$ cat config.mk
export PLATFORM = sky130hd
export DESIGN_NAME = c2dfo_seq
export DESIGN_NICKNAME = d
export VERILOG_FILES = /design/src/sv/c2dfo_pkg.sv /design/src/sv/c2dfo_seq.sv
export SDC_FILE = /design/constraint.sdc
export NUM_CORES = 1
export LEC_CHECK = 0
export BUFFER_PORTS_ARGS = -buffer_cell sky130_fd_sc_hd__buf_2
export CORE_UTILIZATION = 40
export CTS_BUF_LIST = sky130_fd_sc_hd__clkbuf_16
export DETAILED_ROUTE_END_ITERATION = 8
export MAX_ROUTING_LAYER = met4
export PLACE_DENSITY = 0.63
export REMOVE_ABC_BUFFERS = 1
export SLEW_MARGIN = 40
export SYNTH_ARGS = -nofsm -noshare
export SYNTH_HDL_FRONTEND = slang
export SYNTH_SLANG_ARGS = --single-unit
$ cat constraint.sdc
create_clock -name clk_i -period 3.64 [get_ports clk_i]
set_input_delay 0.364 -clock clk_i [delete_from_list [all_inputs] [get_ports clk_i]]
set_output_delay 0.364 -clock clk_i [all_outputs]
set_load 0.01 [all_outputs]
$ cat src/sv/c2dfo_pkg.sv
// ---------------------------------------------------------------------------
// Convolution output block package
// Transaction types, register layout, codes and arithmetic widths.
// ---------------------------------------------------------------------------
package c2dfo_pkg;

  localparam int SAMPLE_W = 16;
  localparam int PROD_W   = 2 * SAMPLE_W;
  localparam int SUM_W    = 40;
  localparam int ACC_W    = 42;
  localparam int COORD_W  = 6;
  localparam int XW       = 12;
  localparam int CFG_W    = 7;
  localparam int CFG_IDX_W = 3;

  typedef enum logic [1:0] {
    OP_WR_WEIGHT = 2'd0,
    OP_WR_PIXEL  = 2'd1,
    OP_COMPUTE   = 2'd2
  } c2dfo_op_e;

  typedef enum logic [CFG_IDX_W-1:0] {
    CFG_KERNEL_HEIGHT = 3'd0,
    CFG_KERNEL_WIDTH  = 3'd1,
    CFG_STRIDE_ROWS   = 3'd2,
    CFG_STRIDE_COLS   = 3'd3,
    CFG_PAD_ROWS      = 3'd4,
    CFG_PAD_COLS      = 3'd5,
    CFG_PLANE_HEIGHT  = 3'd6,
    CFG_PLANE_WIDTH   = 3'd7
  } c2dfo_cfg_idx_e;

  typedef enum logic [1:0] {
    ST_IDLE,
    ST_RUN,
    ST_DRAIN,
    ST_FINISH
  } c2dfo_state_e;

  typedef struct packed {
    logic [1:0]                operation;
    logic [COORD_W-1:0]        row;
    logic [COORD_W-1:0]        col;
    logic signed [SAMPLE_W-1:0] sample;
    logic signed [SUM_W-1:0]   partial_in;
  } c2dfo_in_t;

  typedef struct packed {
    logic signed [SUM_W-1:0] partial_out;
    logic                    saturated;
  } c2dfo_out_t;

  typedef struct packed {
    logic [3:0] kernel_height;
    logic [3:0] kernel_width;
    logic [3:0] stride_rows;
    logic [3:0] stride_cols;
    logic [2:0] pad_rows;
    logic [2:0] pad_cols;
    logic [6:0] plane_height;
    logic [6:0] plane_width;
  } c2dfo_cfg_t;

  typedef struct packed {
    logic load;
    logic tap_live;
  } c2dfo_mac_ctrl_t;

  localparam c2dfo_cfg_t CFG_RESET = '{
    kernel_height: 4'd3,
    kernel_width:  4'd3,
    stride_rows:   4'd1,
    stride_cols:   4'd1,
    pad_rows:      3'd1,
    pad_cols:      3'd1,
    plane_height:  7'd32,
    plane_width:   7'd32
  };

endpackage

$ cat src/sv/c2dfo_seq.sv
// ---------------------------------------------------------------------------
// Convolution tap sequencer
// Walks the kernel window one tap per cycle and forms store addresses.
// ---------------------------------------------------------------------------
module c2dfo_seq import c2dfo_pkg::*; #(
  parameter int MAX_KERNEL_ROWS = 8,
  parameter int MAX_KERNEL_COLS = 8,
  parameter int MAX_PLANE_ROWS  = 64,
  parameter int MAX_PLANE_COLS  = 64
) (
  input  logic               clk_i,
  input  logic               rst_ni,
  input  logic               start_i,
  input  logic [COORD_W-1:0] row_i,
  input  logic [COORD_W-1:0] col_i,
  input  c2dfo_cfg_t         cfg_i,
  input  logic               out_free_i,
  output logic               idle_o,
  output logic               done_o,
  output c2dfo_mac_ctrl_t    ctrl_o,
  output logic [((MAX_KERNEL_ROWS > 1) ? $clog2(MAX_KERNEL_ROWS) : 1)-1:0] wk_row_o,
  output logic [((MAX_KERNEL_COLS > 1) ? $clog2(MAX_KERNEL_COLS) : 1)-1:0] wk_col_o,
  output logic [((MAX_PLANE_ROWS > 1) ? $clog2(MAX_PLANE_ROWS) : 1)-1:0]   px_row_o,
  output logic [((MAX_PLANE_COLS > 1) ? $clog2(MAX_PLANE_COLS) : 1)-1:0]   px_col_o
);

  localparam int KRW = (MAX_KERNEL_ROWS > 1) ? $clog2(MAX_KERNEL_ROWS) : 1;
  localparam int KCW = (MAX_KERNEL_COLS > 1) ? $clog2(MAX_KERNEL_COLS) : 1;
  localparam int PRW = (MAX_PLANE_ROWS > 1) ? $clog2(MAX_PLANE_ROWS) : 1;
  localparam int PCW = (MAX_PLANE_COLS > 1) ? $clog2(MAX_PLANE_COLS) : 1;
  localparam int KHW = $clog2(MAX_KERNEL_ROWS + 1);
  localparam int KWW = $clog2(MAX_KERNEL_COLS + 1);
  localparam int PHW = $clog2(MAX_PLANE_ROWS + 1);
  localparam int PWW = $clog2(MAX_PLANE_COLS + 1);

  c2dfo_state_e   state_q, state_d;
  logic [KRW-1:0] kr_q, kr_d;
  logic [KCW-1:0] kc_q, kc_d;
  logic           drain_q, drain_d;
  logic [XW-1:0]  base_r_q, base_c_q;
  logic [XW-1:0]  base_r_d, base_c_d;
  logic [KHW-1:0] kh_n;
  logic [KWW-1:0] kw_n;
  logic [PHW-1:0] ph_n;
  logic [PWW-1:0] pw_n;
  logic [XW-1:0]  xr, xc;
  logic           row_ok, col_ok, row_last, col_last, no_taps;

  assign kh_n = (int'(cfg_i.kernel_height) > MAX_KERNEL_ROWS) ?
                KHW'(MAX_KERNEL_ROWS) : KHW'(cfg_i.kernel_height);
  assign kw_n = (int'(cfg_i.kernel_width) > MAX_KERNEL_COLS) ?
                KWW'(MAX_KERNEL_COLS) : KWW'(cfg_i.kernel_width);
  assign ph_n = (int'(cfg_i.plane_height) > MAX_PLANE_ROWS) ?
                PHW'(MAX_PLANE_ROWS) : PHW'(cfg_i.plane_height);
  assign pw_n = (int'(cfg_i.plane_width) > MAX_PLANE_COLS) ?
                PWW'(MAX_PLANE_COLS) : PWW'(cfg_i.plane_width);

  assign base_r_d = XW'(cfg_i.stride_rows) * XW'(row_i) - XW'(cfg_i.pad_rows);
  assign base_c_d = XW'(cfg_i.stride_cols) * XW'(col_i) - XW'(cfg_i.pad_cols);

  assign xr = base_r_q + XW'(kr_q);
  assign xc = base_c_q + XW'(kc_q);

  assign row_ok   = !xr[XW-1] && (xr < XW'(ph_n));
  assign col_ok   = !xc[XW-1] && (xc < XW'(pw_n));
  assign row_last = (KHW'(kr_q) + KHW'(1)) == kh_n;
  assign col_last = (KWW'(kc_q) + KWW'(1)) == kw_n;
  assign no_taps  = (kh_n == '0) || (kw_n == '0);

  assign wk_row_o = kr_q;
  assign wk_col_o = kc_q;
  assign px_row_o = xr[PRW-1:0];
  assign px_col_o = xc[PCW-1:0];

  always_ff @(posedge clk_i or negedge rst_ni) begin
    if (!rst_ni) begin
      state_q <= ST_IDLE;
      kr_q    <= '0;
      kc_q    <= '0;
      drain_q <= 1'b0;
    end else begin
      state_q <= state_d;
      kr_q    <= kr_d;
      kc_q    <= kc_d;
      drain_q <= drain_d;
    end
  end

  always_ff @(posedge clk_i) begin
    if (start_i) begin
      base_r_q <= base_r_d;
      base_c_q <= base_c_d;
    end
  end

  always_comb begin
    state_d         = state_q;
    kr_d            = kr_q;
    kc_d            = kc_q;
    drain_d         = drain_q;
    idle_o          = 1'b0;
    done_o          = 1'b0;
    ctrl_o.load     = 1'b0;
    ctrl_o.tap_live = 1'b0;
    unique case (state_q)
      ST_IDLE: begin
        idle_o      = 1'b1;
        ctrl_o.load = start_i;
        if (start_i) begin
          kr_d    = '0;
          kc_d    = '0;
          state_d = no_taps ? ST_FINISH : ST_RUN;
        end
      end
      ST_RUN: begin
        ctrl_o.tap_live = row_ok && col_ok;
        if (col_last) begin
          kc_d = '0;
          if (row_last) begin
            drain_d = 1'b0;
            state_d = ST_DRAIN;
          end else begin
            kr_d = kr_q + KRW'(1);
          end
        end else begin
          kc_d = kc_q + KCW'(1);
        end
      end
      ST_DRAIN: begin
        drain_d = 1'b1;
        if (drain_q) begin
          state_d = ST_FINISH;
        end
      end
      ST_FINISH: begin
        done_o = out_free_i;
        if (out_free_i) begin
          state_d = ST_IDLE;
        end
      end
      default: state_d = ST_IDLE;
    endcase
  end

endmodule

* Yosys cells after proc, flatten, opt, wreduce, memory -nomap -nowiden
Index checks and enable logic that the tools add are counted.
** Storage, ports and cells
- Register bits :: 33
- Logic and storage cells :: 72
** Operators by class
- Reduce and logical (&&, ||, !) cells :: 15
- Mux-type cells :: 24
- $add $sub $neg :: 8
- Eq/ne operators :: 11
- Magnitude comparators :: 6
- Multiply operators :: 2
** Operators by type and width (number)
- $add A12 B3 Y12 :: 2
- $lt A12 B7 Y1 :: 2
- $sub A10 B3 Y11 :: 2
- $mul A4 B6 Y10 :: 2
- $gt A7 B7 Y1 const B :: 2
- $mux W7 :: 2
- $mux W2 :: 6
- $mux W3 :: 4
- $ne A2 B2 Y1 const B :: 6
- $pmux W3 S2 :: 2
- $add A3 B1 Y4 const B :: 2
- $eq A4 B4 Y1 :: 2
- $gt A4 B4 Y1 const B :: 2
- $logic_not A4 Y1 :: 2
- $mux W4 :: 2
- $pmux W2 S4 :: 1
- $add A3 B1 Y3 const B :: 2
- $mux W1 :: 6
- $reduce_and A5 Y1 :: 1
- $eq A2 B2 Y1 const B :: 2
- $reduce_and A4 Y1 :: 1
- $reduce_bool A2 Y1 :: 2
- $logic_and A1 B1 Y1 :: 3
- $reduce_and A3 Y1 :: 1
- 6 further kinds :: 7

* Depth between registers and ports, before layout
Gate-level depths: netlist of run 1.
- Depth after elaboration :: 7
- Gate-level depth with buffers :: 13

* Worst setup path after synthesis of run 1
No wires, ideal clock.
- Kind :: register to output
- Start :: reg kr_q[1], in the netlist wk_row_o[1]
- End :: out ctrl_o[0] (netlist name)
- Path slack :: 0.153 ns
- Stages on the path, launching flop included :: 11
- Arrival time :: 3.123 ns
- Cells stage by stage :: dfrtp_1 -> ha_1 -> a21o_1 -> a21oi_1 -> nor2_1 -> xor2_1 -> ha_1 -> a21o_1 -> a2111o_1 -> a211o_1 -> a2111oi_4
** RTL lines
- start, declared :: RTL line c2dfo_seq.sv:37 : logic [KRW-1:0] kr_q, kr_d;
- start signal, assigned :: RTL line c2dfo_seq.sv:83 : kr_q <= kr_d;
- end, declared :: RTL line c2dfo_seq.sv:20 : output c2dfo_mac_ctrl_t ctrl_o,

==> results.sh, run 1 <==
export IMPL_status="finished, final reports clean"
export IMPL_grt_first_pass_wirelength_um=15400
export IMPL_crit_chain="ha_1 > a21o_1 > a21oi_2 > nor2_1 > xor2_1 > ha_1 > a21o_1 > a2111o_1 > a211o_1 > a2111oi_4 > buf_2"
export IMPL_area_delta_synth_final_pct=19.2
export IMPL_hpwl_um=7070
export IMPL_drt_initial_drc_count=128
export IMPL_whs_ns=0.432
export IMPL_clk_path_buf_depth=2
export IMPL_finalHoldViolCount=0
export IMPL_cts_buffers=5
export IMPL_overflow=0
export IMPL_hold_path_class="in2reg"
export IMPL_clk_pin_slew_ns=0.05
export IMPL_ir_drop_mv=0.287
export IMPL_worst_pin_slew_ns=0.674
export IMPL_dieArea_mm2=0.0107
export IMPL_num_rows=36
export IMPL_cts_tree="yes"
export IMPL_crit_path_end_kind="output pin"
export IMPL_worstSetupPathType="reg2out"
export IMPL_pre_cts_slack_ns=-0.0500
export IMPL_nets=702
export IMPL_netlist_area_mm2=0.00413
export IMPL_drive_gt1_frac=0.199
export IMPL_drc=0
export IMPL_track_usage=0.175
export IMPL_clock_fmax_mhz=283
export IMPL_via_per_inst=5.15
export IMPL_cts_max_level=2
export IMPL_place_congestion=0.839
export IMPL_core_area_mm2=0.00991
export IMPL_final_max_slew_violation_count=0
export IMPL_numPortBuffers=73
export IMPL_yosys_warnings=0
export IMPL_yosys_area_top_type="ha_1"
export IMPL_asyncSetResetFlopFracSynth=0.290
export IMPL_synth_edff_count=22
export IMPL_dieWidth_um=104
export IMPL_critical_path_max_stage_delay_ns=0.40
export IMPL_yosysTopAreaCellShare=0.212
export IMPL_syn_avg_cell_area_um2=8.87
export IMPL_finalWirelength_um=8640
export IMPL_clk_insertion_delay_late_ns=0.27
export IMPL_fillers=952
export IMPL_ant_nets=0
export IMPL_initial_core_util=0.417
export IMPL_io_pins=74
export IMPL_antenna_cells=0
export IMPL_firstDrtPassIters=4
export IMPL_ys_seq_elements=31
export IMPL_finClkSkew_ns=0.00115
export IMPL_synth_cells=466
export IMPL_ys_seq_area_frac=0.214
export IMPL_netlist_cell_type_count=57
export IMPL_routedWlPerCell_um=12.5
export IMPL_crit_arrival_ns=3.17
export IMPL_crit_buf_inv=1
export IMPL_required_ns=3.28
export IMPL_yosys_top_cells_area="ha_1 (21%), edfxtp_1 (16%), fa_1 (11%)"
export IMPL_cp_slowest_cell="a2111o_1"
export IMPL_clock_sinks=31
export IMPL_period_minus_slack_ns=3.53
export IMPL_relSlewSlack=0.549
export IMPL_grt_pass1_vias=3552
export IMPL_post_route_worst_setup_slack_ns=0.109
export IMPL_setup_tns_ns=0
export IMPL_worst_r2r_setup_slack_ns=1.08
export IMPL_grt_max_degree=31
export IMPL_die_h_um=104
export IMPL_power_density_mw_per_mm2=536
export IMPL_antenna_found_initial=0
export IMPL_startpoint_type="flip-flop"
export IMPL_power_leakage_nw=2.46
export IMPL_period_share=0.970
export IMPL_cts_root_buf="clkbuf_16"
export IMPL_crit_family="compound AO/OA/AOI/OAI gates"
export IMPL_ys_flop_type="edfxtp_1"
export IMPL_vias=3557
export IMPL_setup_viol=0
export IMPL_cap_violations=0
export IMPL_timing_critical_path_fanout_max=2
routing by layer:
| metal | track usage | up-vias | share of wire |
|---|---|---|---|
| li1 | - | 1787 | - |
| met1 | 0.208 | 1702 | 0.45 |
| met2 | 0.309 | 60 | 0.50 |
| met3 | 0.0239 | 8 | 0.035 |
| met4 | 0.0507 | 0 | 0.011 |
| met5 | - | - | 0 |
final timing paths:
check	startpoint	endpoint	cells after the start
max	base_r_q[1]$_DFFE_PP_	ctrl_o[0]	11
min	cfg_i[17]	base_r_q[0]$_DFFE_PP_	2
max reg2reg	wk_col_o[0]$_DFFE_PN0P_	state_q[0]$_DFFE_PN0P_	8
min reg2reg	wk_col_o[1]$_DFFE_PN0P_	wk_col_o[1]$_DFFE_PN0P_	2
max in group asynchronous	rst_ni	wk_col_o[1]$_DFFE_PN0P_	2
min in group asynchronous	rst_ni	drain_q$_DFFE_PN0P_	2
layout make-up:
type	instances	area (µm²)	area share
clock buffers	5	125	0.0254
clock inverters	2	8.76	0.00178
inverters	67	251	0.0511
multi-input cells	363	2990	0.607
flip-flops and latches	31	887	0.180
well taps	133	166	0.0338
repair buffers	90	495	0.101
flip-flops by register name, indices dropped and copies added (netlist names):
register and count:
base_c_q 11, base_r_q 11, drain_q 1, state_q 2, wk_col_o 3, wk_row_o 3
placed cells by master (no fill, tap or decap), drive strengths merged, types with 5 or more instances in the layout:
master / n
buf: 89
ha: 70
inv: 67
nand2: 65
nor2: 26
edfxtp: 22
xnor2: 22
fa: 22
and2: 20
o21ai: 14
a21o: 12
a21oi: 12
nand3: 9
dfrtp: 9
nor2b: 7
xor2: 7
nor3: 7
a31oi: 6
mux2i: 6
o221ai: 5
clkbuf: 5
nand4: 5
cells in the mapped netlist, types with 2 or more instances:
| cell type | count |
|---|---|
| ha_1 | 70 |
| inv_1 | 67 |
| nand2_1 | 65 |
| nor2_1 | 26 |
| edfxtp_1 | 22 |
| fa_1 | 22 |
| xnor2_1 | 22 |
| and2_1 | 20 |
| o21ai_0 | 14 |
| a21o_1 | 12 |
| a21oi_1 | 12 |
| dfrtp_1 | 9 |
| nand3_1 | 9 |
| nor2b_1 | 7 |
| nor3_1 | 7 |
| xor2_1 | 7 |
| a31oi_1 | 6 |
| mux2i_1 | 6 |
| o221ai_1 | 5 |
| a211oi_1 | 4 |
| nand4_1 | 4 |
| o211ai_1 | 4 |
| and3_1 | 3 |
| clkbuf_1 | 3 |
| a2111o_1 | 2 |
| a21boi_0 | 2 |
| nand2b_1 | 2 |
| nand3b_1 | 2 |
| o21bai_1 | 2 |
| or3_1 | 2 |
| or3b_2 | 2 |
worst reg2reg max path, cell delays in order, from the launching register on:
cell and delay [ns]:
dfrtp_1 0.38, buf_4 0.18, ha_1 0.25, and2b_1 0.23
a211oi_1 0.07, o32ai_1 0.62, nand3b_1 0.21, a21oi_1 0.30
mux2i_1 0.24
cells by family (layout without fill, tap and decap cells):
logic type	Yosys count	count (layout)	share of synthesized area
compound gates	76	76	0.132
xor+xnor	29	29	0.0615
fa+ha+maj	92	92	0.318
buf+inv	72	164	0.0660
flops	31	31	0.214
mux	7	7	0.0173
simple gates	159	159	0.190
power by group:
group	internal, mW	switching [mW]	leakage, nW
clock	0.244	0.130	0.0671
sequential	0.547	0.105	0.327
combinational	0.742	0.870	2.07
metrics by stage:
step	instances	instance area (µm²)	total power, mW	util
finish	691	4920	2.64	0.497
global route	691	4920	2.90	0.497
CTS	689	4900	2.63	0.494
detailed placement	679	4730	2.22	0.478
global placement	679	4730	2.18	0.478
floorplan	461	4110	1.78	-
what timing repair did:
action                                  4_1_cts  5_1_grt
resized for setup                             2        3
buffers inserted                              2        2
endpoints found under the hold margin         9        0
pin swaps                                     1        4
hold buffers                                  1        0
endpoints found under the setup margin        1        1
No activity file was read; power rests on OpenSTA's default activity.
==> run 2, diff against run 1 <==
- PLACE_DENSITY: 0.63 -> not set
==> run 2 against run 1 <==
Net effect:
- die area unchanged
- largest power group unchanged
- clock skew increased by 0.00084 ns
- sequential power decreased by 1%
- wire length decreased by 6.4%
- register-to-register slack improved by 0.04 ns
- global-route usage decreased by 1.3 points
- via count decreased by 4.0%
- core utilization increased by 0.20 points
- clock-buffer cell count unchanged
- critical path type unchanged
- flip-flop and latch count unchanged
==> results.sh, run 2 (same netlist as run 1, synthesis figures left out) <==
export IMPL_hold_path_depth=2
export IMPL_drive_gt1_frac=0.204
export IMPL_cts_tree="yes"
export IMPL_clk_insertion_delay_late_ns=0.27
export IMPL_drt_initial_drc_count=97
export IMPL_antenna_found_initial=0
export IMPL_clk_path_buf_depth=2
export IMPL_cts_root_buf="clkbuf_16"
export IMPL_initial_core_util=0.417
export IMPL_crit_arrival_ns=3.13
export IMPL_use_met1=0.202
export IMPL_via_per_inst=4.93
export IMPL_worst_pin_slew_ns=0.644
export IMPL_use_met3=0.0233
export IMPL_cap_violations=0
export IMPL_holdCritStartpoint="cfg_i[17]"
export IMPL_grt_first_pass_wirelength_um=14300
export IMPL_dp_cells=679
export IMPL_gr_usage_met2=0.275
export IMPL_relSlewSlack=0.569
export IMPL_vias=3416
export IMPL_hold_path_class="in2reg"
export IMPL_ir_drop_mv=0.232
export IMPL_grt_pass1_vias=3319
export IMPL_grt_busiest_layer="met2"
export IMPL_cts_buffers=5
export IMPL_period_share=0.960
export IMPL_clock_fmax_mhz=286
export IMPL_mostFrequentLayoutCells="buf_2 (73), ha_1 (68), inv_1 (67)"
export IMPL_worstSetupPathType="reg2out"
export IMPL_ant_nets=0
export IMPL_finClkSkew_ns=0.00199
export IMPL_period_minus_slack_ns=3.50
export IMPL_clk_pin_slew_ns=0.05
export IMPL_setup_viol=0
export IMPL_timing_critical_path_fanout_max=2
export IMPL_power_leakage_nw=2.47
export IMPL_reg2regPathDepth=8
export IMPL_final_max_slew_violation_count=0
export IMPL_antenna_cells=0
export IMPL_num_rows=36
export IMPL_worstReg2RegEnd="state_q[0]$_DFFE_PN0P_"
export IMPL_core_area_mm2=0.00991
export IMPL_crit_path_end_kind="output pin"
export IMPL_p_total_mw=2.64
export IMPL_stdcell_count=693
export IMPL_startpoint_type="flip-flop"
export IMPL_drc=0
export IMPL_finalHoldViolCount=0
export IMPL_dieWidth_um=104
export IMPL_whs_ns=0.423
export IMPL_power_density_mw_per_mm2=533
export IMPL_setup_tns_ns=0
export IMPL_io_pins=74
export IMPL_status="finished, final reports clean"
export IMPL_die_h_um=104
export IMPL_reg_largest_list="base_c_q x11, base_r_q x11"
export IMPL_nets=703
export IMPL_overflow=0
export IMPL_track_usage=0.163
export IMPL_place_congestion=0.858
export IMPL_dieArea_mm2=0.0107
export IMPL_clock_sinks=31
export IMPL_grt_max_degree=31
export IMPL_routedWlPerCell_um=11.7
export IMPL_hpwl_um=6870
export IMPL_required_ns=3.28
export IMPL_cts_max_level=2
export IMPL_dpl_cell_area_mm2=0.00473
export IMPL_fin_area_mm2=0.00494
export IMPL_hold_path_endpoint="base_r_q[0]$_DFFE_PP_"
export IMPL_final_common_cell="buf_2"
export IMPL_area_delta_synth_final_pct=19.6
export IMPL_firstDrtPassIters=4
export IMPL_regToRegStartpoint="wk_col_o[0]$_DFFE_PN0P_"
export IMPL_finalWirelength_um=8090
export IMPL_numPortBuffers=73
export IMPL_worst_r2r_setup_slack_ns=1.12
[run 2: cell types whose count changed in the layout (fill, tap and decap cells not counted), sizes merged]
| cell | before | now |
|---|---|---|
| buf | 89 | 90 |
| clkinvlp | 0 | 2 |
| clkinv | 2 | 1 |
[run 2: worst max-delay path: stages (launching register included)]
cell	delay, ns
dfrtp_1	0.38
ha_1	0.30
a21o_1	0.17
a21oi_2	0.14
nor2_1	0.07
xor2_1	0.21
ha_1	0.28
a21o_1	0.18
a2111o_1	0.36
a211o_1	0.26
a2111oi_4	0.30
buf_2	0.19
[run 2: what timing repair did]
item                                    4_1_cts  5_1_grt
gates resized for setup                       0        5
endpoints found under the setup margin        1        1
setup buffers                                 2        3
pin swaps                                     0        7
gates cloned                                  0        0
hold buffers                                  1        0
endpoints found under the hold margin         9        0
[run 2: power breakdown]
group | internal (mW) | switching (mW) | total, mW
registers | 0.545 | 0.0980 | 0.643
clock network | 0.251 | 0.148 | 0.399
logic | 0.740 | 0.853 | 1.59
[run 2: layer usage]
metal | routed length (µm) | vias to the layer above
met5 | 0 | -
met4 | 78 | 0
met3 | 239 | 6
met2 | 3890 | 55
met1 | 3880 | 1568
li1 | - | 1787
[run 2: worst max-delay path by stage]
stage	start	endpoint	slack, ns	cells after the start
2_1_floorplan	wk_row_o[1]$_DFFE_PN0P_	ctrl_o[0]	0.15	10
3_3_place_gp	col_i[0]	base_c_q[10]$_DFFE_PP_	0.01	12
3_5_place_dp	col_i[0]	base_c_q[10]$_DFFE_PP_	-0.06	12
4_1_cts	wk_row_o[1]$_DFFE_PN0P_	ctrl_o[0]	0.009	11
5_1_grt	wk_row_o[1]$_DFFE_PN0P_	ctrl_o[0]	-0.02	11
6_report	wk_row_o[1]$_DFFE_PN0P_	ctrl_o[0]	0.14	11
[run 2: cell type report]
type | instances | area (µm²)
inverters | 67 | 251
flip-flops and latches | 31 | 886
fillers | 951 | 4960
clock inverters | 3 | 20.0
clock buffers | 5 | 125
multi-input cells | 363 | 2990
repair buffers | 91 | 503
well taps | 133 | 166
[run 2: per-stage QoR]
| stage | utilization | setup WS [ns] |
|---|---|---|
| 2_1_floorplan | - | 0.153 |
| 3_3_place_gp | 0.478 | 0.0143 |
| 3_5_place_dp | 0.478 | -0.0552 |
| 4_1_cts | 0.495 | 0.00874 |
| 5_1_grt | 0.499 | -0.0156 |
| 6_report | 0.499 | 0.145 |
==> run 3, diff against run 2 <==
- ABC_CLOCK_PERIOD_IN_PS: not set -> 3640
- CORE_MARGIN: not set -> 2
- SETUP_SLACK_MARGIN: not set -> 0.5
==> run 3 against run 2 <==
Net effect:
- total power up 7.5%
- core utilization up 1.3 points
- clock skew up 0.0050 ns
- global-route usage up 0.17 points
- die area up 3.9%
- non-clock buffer count up 4
- clock-buffer cell count unchanged
- sequential share of layout area down 0.91 points
- sequential power up 0.8%
- critical endpoint unchanged
- largest power group unchanged
==> results.sh, run 3 (same netlist as run 1, synthesis figures left out) <==
export IMPL_dpl_cell_area_mm2=0.00475
export IMPL_io_pins=74
export IMPL_area_delta_synth_final_pct=26.1
export IMPL_grt_max_degree=31
export IMPL_ant_nets=0
export IMPL_status="finished, final reports clean"
export IMPL_critical_path_max_stage_delay_ns=0.41
export IMPL_finalHoldViolCount=0
export IMPL_finClkSkew_ns=0.00698
export IMPL_mostFrequentLayoutCells="buf_2 (68), inv_1 (61), ha_1 (60)"
export IMPL_clock_sinks=31
export IMPL_antenna_found_initial=0
export IMPL_die_h_um=106
export IMPL_overflow=0
export IMPL_final_common_cell="buf_2"
export IMPL_cp_slowest_cell="edfxtp_1"
export IMPL_drive_gt1_frac=0.261
export IMPL_num_rows=37
export IMPL_dieWidth_um=106
export IMPL_crit_arrival_ns=3.07
export IMPL_crit_path_end_kind="output pin"
export IMPL_grt_pass1_vias=3471
export IMPL_cap_violations=0
export IMPL_required_ns=3.28
export IMPL_firstDrtPassIters=4
export IMPL_cts_buffers=5
export IMPL_pre_cts_slack_ns=-0.0565
export IMPL_fin_area_mm2=0.00521
export IMPL_drc=0
export IMPL_cts_max_level=2
export IMPL_crit_chain="ha_1 > a21o_1 > a21oi_2 > nor2_2 > xor2_1 > ha_1 > a21o_1 > a2111o_1 > a211o_1 > a2111oi_4 > buf_2"
export IMPL_period_share=0.945
export IMPL_crit_buf_inv=1
export IMPL_core_area_mm2=0.0102
export IMPL_p_total_mw=2.83
export IMPL_relSlewSlack=0.553
export IMPL_worstSetupPathType="reg2out"
export IMPL_ir_drop_mv=0.274
export IMPL_stdcell_count=700
export IMPL_whs_ns=0.428
export IMPL_timing_critical_path_fanout_max=2
export IMPL_cts_tree="yes"
export IMPL_post_route_worst_setup_slack_ns=0.201
export IMPL_power_density_mw_per_mm2=544
export IMPL_finalWirelength_um=8620
export IMPL_clk_insertion_delay_late_ns=0.28
export IMPL_via_per_inst=4.97
export IMPL_power_leakage_nw=2.53
export IMPL_final_max_slew_violation_count=0
export IMPL_nets=707
export IMPL_cts_root_buf="clkbuf_16"
export IMPL_drt_initial_drc_count=108
export IMPL_reg_largest_list="base_c_q x11, base_r_q x11"
export IMPL_setup_viol=0
export IMPL_clk_pin_slew_ns=0.05
export IMPL_startpoint_type="flip-flop"
export IMPL_vias=3476
export IMPL_rsz0062_at_grt="true"
export IMPL_crit_family="compound AO/OA/AOI/OAI gates"
export IMPL_worst_pin_slew_ns=0.668
export IMPL_antenna_cells=0
export IMPL_place_congestion=0.813
export IMPL_dp_cells=684
export IMPL_period_minus_slack_ns=3.44
export IMPL_setup_tns_ns=0
export IMPL_dieArea_mm2=0.0112
export IMPL_hold_path_class="in2reg"
export IMPL_routedWlPerCell_um=12.3
export IMPL_hpwl_um=7030
export IMPL_grt_first_pass_wirelength_um=14800
export IMPL_clock_fmax_mhz=291
export IMPL_numPortBuffers=73
export IMPL_postLayoutCoreUtil=0.512
export IMPL_initial_core_util=0.406
export IMPL_clk_path_buf_depth=2
export IMPL_track_usage=0.164
-- run 3: changes by cell type in the layout (fill, tap and decap cells not counted), moves of 6 or more --
cell and delta:
inv_1 -6, buf_6 +6, nand2_1 -6, ha_4 +9, inv_2 +6, ha_1 -8
-- run 3: cell type report --
cell class | instances | area [µm²]
Sequential cell | 31 | 886
Fill cell | 996 | 4970
Timing Repair Buffer | 95 | 576
Clock buffer | 5 | 125
Inverter | 67 | 251
Tap cell | 136 | 170
Multi-Input combinational cell | 363 | 3160
Clock inverter | 3 | 38.8
-- run 3: repair_timing --
action                     CTS  global route
setup endpoints to repair    8             7
resized for setup           31            24
pin swaps                   27            24
gates cloned                 0             0
hold endpoints to repair     9             0
buffers inserted             2             5
hold buffers                 1             0
-- run 3: worst paths after layout --
kind	start	end	slack [ns]	cells past startpoint
setup / recovery	base_r_q[1]$_DFFE_PP_	ctrl_o[0]	0.20	11
min in group asynchronous	rst_ni	drain_q$_DFFE_PN0P_	0.47	2
hold / removal	cfg_i[17]	base_r_q[0]$_DFFE_PP_	0.43	2
setup reg to reg	wk_col_o[0]$_DFFE_PN0P_	state_q[0]$_DFFE_PN0P_	1.10	8
max in group asynchronous	rst_ni	wk_row_o[0]$_DFFE_PN0P_	2.96	2
hold reg to reg	drain_q$_DFFE_PN0P_	drain_q$_DFFE_PN0P_	0.58	2
-- run 3: layer usage --
layer / global-route usage / vias up / routed length, µm
met4: 0.0404 / 0 / 95
li1: - / 1805 / -
met3: 0.0260 / 10 / 263
met2: 0.289 / 47 / 4300
met1: 0.197 / 1614 / 3960
met5: - / - / 0
-- run 3: worst register-to-register path: cells and delay by family, from the launching register on --
family,cells,cell delay [ns]
muxes,1,0.23
DFF,1,0.39
adders and majority gates,1,0.25
AOI/OAI and AO/OA,3,0.98
buffers and inverters,1,0.17
and+or+nand+nor,2,0.44
-- run 3: report_power, final --
| part | switching (mW) | total [mW] | internal [mW] |
|---|---|---|---|
| sequential | 0.102 | 0.648 | 0.546 |
| combinational | 0.900 | 1.72 | 0.819 |
| clock | 0.147 | 0.465 | 0.318 |
